===== src/hdl/bfmh_pkg.sv =====
package bfmh_pkg;

  localparam int FILTER_WORDS = 16384;
  localparam int MAX_PROBES   = 5;

  localparam int ADDR_W = (FILTER_WORDS > 1) ? $clog2(FILTER_WORDS) : 1;
  localparam int BIT_W  = ADDR_W + 6;
  localparam int M_W    = BIT_W + 1;
  localparam int PC_W   = $clog2(MAX_PROBES + 1);

  localparam logic [M_W-1:0] MAX_BITS = M_W'(FILTER_WORDS * 64);

  localparam logic [63:0] MM_C1 = 64'h87c37b91114253d5;
  localparam logic [63:0] MM_C2 = 64'h4cf5ad432745937f;
  localparam logic [63:0] MM_R1 = 64'h0000000052dce729;
  localparam logic [63:0] MM_R2 = 64'h0000000038495ab5;
  localparam logic [63:0] MM_F1 = 64'hff51afd7ed558ccd;
  localparam logic [63:0] MM_F2 = 64'hc4ceb9fe1a85ec53;

  localparam logic [1:0] OP_INSERT = 2'd0;
  localparam logic [1:0] OP_QUERY  = 2'd1;
  localparam logic [1:0] OP_CLEAR  = 2'd2;
  localparam logic [1:0] OP_NONE   = 2'd3;

  localparam logic REG_FILTER_BITS = 1'b0;
  localparam logic REG_PROBE_COUNT = 1'b1;

  typedef struct packed {
    logic [1:0]  op;
    logic [63:0] h1;
    logic [63:0] h2;
  } cmd_t;

  typedef enum logic [3:0] {
    F_IDLE, F_A1, F_A2, F_AUPD, F_B1, F_B2, F_BUPD,
    F_FIN0, F_M1, F_M2, F_FIN1, F_PUSH
  } front_state_t;

  typedef enum logic [2:0] {
    B_IDLE, B_CLR, B_DIV, B_PRD, B_PCHK, B_RES
  } back_state_t;

endpackage


===== src/hdl/bfmh_queue.sv =====
module bfmh_queue (
  input  logic           clk,
  input  logic           rst,
  input  logic           push,
  input  bfmh_pkg::cmd_t push_cmd,
  output logic           q_full,
  output logic           q_valid,
  output bfmh_pkg::cmd_t q_cmd,
  input  logic           pop
);

  bfmh_pkg::cmd_t ent [2];
  logic       wr_ptr, rd_ptr;
  logic [1:0] count;

  assign q_full  = (count == 2'd2);
  assign q_valid = (count != 2'd0);
  assign q_cmd   = ent[rd_ptr];

  always_ff @(posedge clk) begin
    if (push) ent[wr_ptr] <= push_cmd;
  end

  always_ff @(posedge clk) begin
    if (rst) begin
      wr_ptr <= 1'b0;
      rd_ptr <= 1'b0;
      count  <= 2'd0;
    end else begin
      if (push) wr_ptr <= ~wr_ptr;
      if (pop)  rd_ptr <= ~rd_ptr;
      count <= count + 2'(push) - 2'(pop);
    end
  end

endmodule


===== config.mk =====
export PLATFORM = sky130hd
export DESIGN_NAME = bfmh_queue
export DESIGN_NICKNAME = d
export VERILOG_FILES = /design/src/hdl/bfmh_pkg.sv /design/src/hdl/bfmh_queue.sv
export SDC_FILE = /design/constraint.sdc
export NUM_CORES = 1
export LEC_CHECK = 0
export BUFFER_PORTS_ARGS = -buffer_cell sky130_fd_sc_hd__buf_4
export CORE_UTILIZATION = 42
export DETAILED_ROUTE_END_ITERATION = 7
export HOLD_SLACK_MARGIN = 0.1
export PLACE_DENSITY = 0.67
export SYNTH_ARGS = -nofsm -noshare
export SYNTH_HDL_FRONTEND = slang
export SYNTH_SLANG_ARGS = --single-unit

===== constraint.sdc =====
create_clock -name clk -period 8.9 [get_ports clk]
set_clock_uncertainty 0.1 [all_clocks]
set_input_delay 0.89 -clock clk [delete_from_list [all_inputs] [get_ports clk]]
set_output_delay 0.89 -clock clk [all_outputs]
set_load 0.03 [all_outputs]

# Word-level counts from Yosys, hierarchy flattened
# Memory sizes are Yosys's and may differ from the RTL's. A register that Yosys moved wholly into a read port is not among the register bits.
# Index checks and enable logic that the tools add are counted.
classes:
  n_reduce_logical: 1
  mul: 0
  n_lt_le_gt_ge: 0
  add_sub_neg: 2
  shift: 0
  n_bitwise: 2
  div_mod_pow: 0
  eq_ne: 1
  muxes: 4
op_table:
  columns: ["operator", "count"]
  rows:
  - ["2-to-1 mux 1 bit", 4]
  - ["adder 2 x 1 -> 2 bit", 1]
  - ["== test 2 bit, second input constant", 1]
  - ["inverter 1 bit", 2]
  - ["nonzero test 2 bit", 1]
  - ["subtractor 2 x 1 -> 2 bit", 1]
word_totals:
  mem_bits_rw: 260
  memories: 1
  inputBits: 134
  register_bits: 4
  latchBits: 0
  output_inout_bits: 132
  rom_bits: 0
  wordCells: 14
memory_table:
  columns: ["memory", "depth", "word_bits", "rd", "rd_clocked_by_memory_dff", "wr", "line_no", "source"]
  rows:
  - ["ent", 2, 130, 1, 1, 1, "bfmh_queue.sv:12", "bfmh_pkg::cmd_t ent [2];"]

# Logic depth before layout (Yosys ltp)
# Gate-level depths: netlist (run 1).
logic_depth:
  depth_word: 3
  mapped_depth: 6
  mapped_depth_nobuf: 6

# Least setup slack after synthesis (run 1)
# No wires, ideal clock.
synth_path:
  path_kind: "input-to-reg"
  startpoint: "input port push"
  endpoint: "memory ent[0][0] (netlist bit), enable pin"
  arrival_time_ns: 6.524
  t_required_ns: 8.164
  stages: 1
  setup_ns: 0.636
  slack_ns: 1.640
  path_buffers: 0
  path_cell_list: "nor2b_1"
synth_between:
  elab_chain_len: 2
synth_rtl:
  columns: ["element", "line_no", "source"]
  rows:
  - ["from (decl)", "bfmh_queue.sv:4", "input logic push,"]
  - ["2-to-1 mux 1 bit", "bfmh_queue.sv:21", "if (push) ent[wr_ptr] <= push_cmd;"]
  - ["2-to-1 mux 1 bit (not written as such)", "bfmh_queue.sv:21", null]
  - ["to (decl)", "bfmh_queue.sv:12", null]
# No other way between the ends.

==> flow_metrics.tcl, run 1 <==
set metrics [dict create \
    status "finished clean" \
    viasPerCell 4.834 \
    synth_warnings 0 \
    drt_iter0_markers 215 \
    clk_path_buf_depth 3 \
    crit_fanout 71 \
    end_kind "primary output" \
    max-vdd-ir-drop_v 0.0001921 \
    drc 0 \
    cp.depth 3 \
    critPathBufInv 2 \
    start_kind "flip-flop" \
    clock_sinks 265 \
    yosysTopAreaCell "edfxtp_1" \
    antennaDiodeCount 0 \
    drv_cap 0 \
    post-route-util 0.5613 \
    postCtsHoldBufs 0 \
    power_density_nw_per_um2 232.5 \
    synth_area_um2 9625 \
    cts-buffers-inserted 27 \
    hold_viol_final 0 \
    worstHoldPathCells 2 \
    chipHeight_um 153.4 \
    fin_total_pwr_mw 2.946 \
    ys_seq_area_frac 0.8215 \
    slew_violations 0 \
    pin_count 266 \
    synth_cells 425 \
    place_congestion 0.7015 \
    min-delay-path-class "flip-flop to flip-flop" \
    antenna_found_initial 0 \
    root_buffer "clkbuf_16" \
    reg2reg_depth 2 \
    clk_pin_slew_ns 0.06 \
    vias 4892 \
    ant_nets 0 \
    routed_wl_um 18150 \
    syn_to_final_growth_pct 31.61 \
    port_buffers 265 \
    post-cts-setup-buffers 0 \
    worstSkewPairLatency_ns 0.51 \
    syn_nets 561 \
    crit_top_cell "buf_4" \
    synth.most_common_cell "edfxtp_1" \
    p_leak_nw 4.718 \
    core-area_um2 22570 \
    path_cells "buf_4 > mux2_2 > buf_4" \
    cts_tree "built" \
    synth_common_cells "260 x edfxtp_1, 130 x mux2_2, 10 x buf_6, 5 x dfxtp_1, 4 x nor2_1" \
    ys_async_sr_fraction 0 \
    track_usage 0.1505 \
    synth_enable_flop_cells 260 \
    globalRouteOverflowTotal 0 \
    dr.pass1.iters 4 \
    ys_ff_latch 265 \
    final_layout_size_suffix_gt1_frac 0.6025 \
    synth_flop_cell "edfxtp_1" \
    synth_area_leaders "edfxtp_1 81%, mux2_2 15%, buf_6 1.2%" \
    yosysUniqueCellTypes 14 \
    setup_viol 0 \
    cp.required_ns 7.91 \
    die_w_um 153.4 \
    finalCritPeriodShare 0.4380 \
    dp_hpwl_um 11800 \
    worst_pin_slew_ns 1.005 \
    grt_pass1_vias 5123 \
    cpLargestDelayFamily "buffers and inverters" \
    period_minus_slack_ns 3.898 \
    fp-row-count 55 \
    max_freq_ghz 0.2565 \
    setup_tns_ns 0 \
    grt_pass1_wl_um 27550 \
    cts_max_level 1 \
    postSynthAreaPerCell_um2 22.65 \
    final_nets 845 \
    crit_path_max_incr_delay_ns 0.86 \
    nFillCells 1742 \
    slew_headroom 0.3301 \
    routedWlPerCell_um 17.93 \
    start_util 0.4264 \
    worst_path_max_delay_cell "dfxtp_4" \
    crit_arrival_ns 2.91 \
    ctsResizeCount 0 \
    synth_top_area_frac 0.8111 \
    die-area_um2 23530 \
    rsz0062_at_grt "no" \
    grt_max_degree 74 \
    worstSetupPathType "flip-flop to primary output" \
]
worst paths after layout:
check                  from  slack (ns)         end
hold / removal       rd_ptr        0.44   flip-flop
setup reg to reg     wr_ptr        6.28  ent[1][76]
setup / recovery  flip-flop        5.00   q_cmd[53]
hold reg to reg      rd_ptr        0.44   flip-flop
sequential cells by signal (all words and copies together), names as in the netlist, named ones only:
register	cells
rd_ptr	1
count	2
ent	260
wr_ptr	1
tightest hold or removal path, delay by kind of cell, from the launching register on:
kind | cells | cell delay [ns]
flops | 1 | 0.33
xor+xnor | 1 | 0.09
simple gates | 1 | 0.08
cell type report:
class                      instances  area (um2)  share of cell area
sequential                       265        7911              0.6245
inverter                           2       7.507           0.0005926
timing repair buffer             269        2019              0.1594
clock buffer                      31       690.7             0.05452
tap                              285       356.6             0.02815
clock inverter                    16       97.59            0.007704
multi-input combinational        144        1585              0.1251
cells by family (layout without fill, tap and decap cells):
group                    after synthesis  after routing  share of synthesized area
multiplexers                         130            130                     0.1521
buffers and inverters                 16            318                    0.01482
adder cells (fa/ha/maj)                2              2                   0.002599
AND/OR/NAND/NOR                        9              9                   0.004810
XOR/XNOR                               3              3                   0.004160
flip-flops                           265            265                     0.8215
power breakdown:
part | internal [mW] | switching, mW | leakage [nW]
Clock | 0.579 | 0.431 | 0.388
Sequential | 1.46 | 0.0279 | 2.48
Combinational | 0.193 | 0.256 | 1.85
Total | 2.23 | 0.715 | 4.72
per-stage QoR:
stage / std cells / hold WS, ns / instance area [um2] / setup WS (ns)
4_1_cts: 1012 / 0.4316 / 12670 / 4.923
5_1_grt: 1012 / 0.4297 / 12670 / 4.798
3_3_place_gp: 965 / 0.3954 / 11880 / 5.518
3_5_place_dp: 965 / 0.4209 / 11880 / 5.467
2_1_floorplan: 425 / 0.3799 / 9625 / 1.640
6_report: 1012 / 0.4369 / 12670 / 5.002
cells in the final DEF, fill, tap and decap left out, drive strengths merged:
| cell | netlist | routed |
|---|---|---|
| buf | 14 | 269 |
| edfxtp | 260 | 260 |
| mux2 | 130 | 130 |
| clkbuf | 0 | 31 |
| clkinv | 0 | 14 |
| dfxtp | 5 | 5 |
| nor2 | 4 | 4 |
| nor2b | 3 | 3 |
| inv | 2 | 2 |
| xnor2 | 2 | 2 |
| ha | 2 | 2 |
| or2 | 1 | 1 |
| and2 | 1 | 1 |
| xnor3 | 1 | 1 |
| clkinvlp | 0 | 1 |
| bufinv | 0 | 1 |
per-layer routing:
| layer | up-vias | wire length (um) | track usage |
|---|---|---|---|
| met3 | 32 | 1429 | 0.04508 |
| met5 | - | 0 | 0 |
| met1 | 2405 | 7181 | 0.1846 |
| met4 | 0 | 451 | 0.04381 |
| li1 | 2256 | - | - |
| met2 | 199 | 9086 | 0.2574 |
Note: power is estimated with default switching activity, not from simulation.
==> run 2: changes to the inputs <==
Clock period 8.9 ns to 4 ns, I/O delays scaled along.
==> run 2 against run 1 <==
Sequential power rose by 120%. Global-route usage rose by 1.7 points. Via count rose by 10%. Clock-buffer cell count rose by 10. Register-to-register slack got worse by 4.3 ns. Final cell count rose by 14%.
==> flow_metrics.tcl, run 2 (synthesis gave the netlist of run 1 again) <==
set metrics [dict create \
    start_kind "flip-flop" \
    drt_iter0_markers 264 \
    max_freq_ghz 0.3681 \
    post-route-util 0.6251 \
    start_util 0.4264 \
    viasPerCell 4.683 \
    ant_nets 0 \
    fin_total_pwr_mw 6.787 \
    drv_cap 0 \
    mostFrequentLayoutCells "268 x buf_4, 260 x edfxtp_1, 134 x dlygate4sd3_1" \
    cts-buffers-inserted 28 \
    grt_pass1_wl_um 30820 \
    finalCritPeriodShare 0.6792 \
    fp-row-count 55 \
    routed_wl_um 19970 \
    final_nets 982 \
    chipHeight_um 153.4 \
    reg2reg_depth 2 \
    grt_pass1_vias 5850 \
    worstSetupPathType "flip-flop to primary output" \
    clk_path_buf_depth 3 \
    antenna_found_initial 0 \
    postCtsHoldBufs 134 \
    max-vdd-ir-drop_v 0.0003302 \
    period_minus_slack_ns 2.717 \
    dp_hpwl_um 11940 \
    slew_violations 0 \
    vias 5386 \
    largest-register "ent" \
    syn_to_final_growth_pct 46.59 \
    post-cts-setup-buffers 0 \
    place_congestion 0.7258 \
    setup_tns_ns 0 \
    crit_fanout 46 \
    track_usage 0.1679 \
    final_layout_size_suffix_gt1_frac 0.5075 \
    reg.largest.list "ent: 260 flops, count: 2 flops" \
    die_w_um 153.4 \
    grt_max_degree 72 \
    status "finished clean" \
    power_density_nw_per_um2 481.0 \
    end_kind "primary output" \
    clk_pin_slew_ns 0.06 \
    cts_max_level 1 \
    cp.required_ns 3.50 \
    die-area_um2 23530 \
    cts_tree "built" \
    root_buffer "clkbuf_16" \
    worstSkewPairLatency_ns 0.52 \
    rsz0062_at_grt "no" \
    port_buffers 265 \
    core-area_um2 22570 \
    crit_arrival_ns 2.22 \
    largest_reg_flops 260 \
    routedWlPerCell_um 17.36 \
    dr.pass1.iters 4 \
    ctsResizeCount 0 \
    drc 0 \
    antennaDiodeCount 0 \
    pin_count 266 \
    worst_pin_slew_ns 0.7869 \
    layout_commonest_cell "buf_4" \
    worstHoldPathCells 2 \
    min-delay-path-class "flip-flop to flip-flop" \
    globalRouteOverflowTotal 0 \
    p_leak_nw 5.319 \
    setup_viol 0 \
    clock_sinks 265 \
    hold_viol_final 0 \
    slew_headroom 0.4743 \
]
[run 2: area by class of cell]
class	count	area (um2)
tap	285	356.6
timing repair buffer	405	3413
clock buffer	41	770.7
multi-input combinational	144	1585
fill	1613	8462
clock inverter	8	65.06
sequential	265	7911
inverter	2	7.507
[run 2: critical path, cell delays in order (launching register included)]
cell and delay [ns]:
dfxtp_4 0.50, buf_4 0.56, mux2_2 0.42, buf_4 0.17
[run 2: per-layer routing]
layer / global-route usage / share of wire / wire length [um]
met1: 0.1990 / 0.39 / 7824
met5: 0 / 0 / 0
met4: 0.05762 / 0.033 / 663
met3: 0.03572 / 0.059 / 1181
met2: 0.3022 / 0.52 / 10300
[run 2: final timing paths]
path / from / to / slack (ns)
max: flip-flop / q_cmd[28] / 1.28
min: rd_ptr / rd_ptr / 0.42
max reg2reg: wr_ptr / ent[0][73] / 1.96
min reg2reg: rd_ptr / rd_ptr / 0.42
[run 2: power breakdown]
part / internal, mW / total [mW] / switching (mW)
sequential: 3.24 / 3.29 / 0.0458
clock: 1.39 / 2.35 / 0.962
combinational: 0.524 / 1.15 / 0.622
total: 5.16 / 6.79 / 1.63
[run 2: per-stage QoR]
stage	setup slack [ns]	hold WS [ns]	instance area [um2]	std cells
2_1_floorplan	0.006879	0.3716	9633	425
3_3_place_gp	1.824	0.4012	11930	967
3_5_place_dp	1.736	0.3969	11930	967
4_1_cts	1.226	0.4266	14110	1150
5_1_grt	1.172	0.4857	14110	1150
6_report	1.283	0.4198	14110	1150
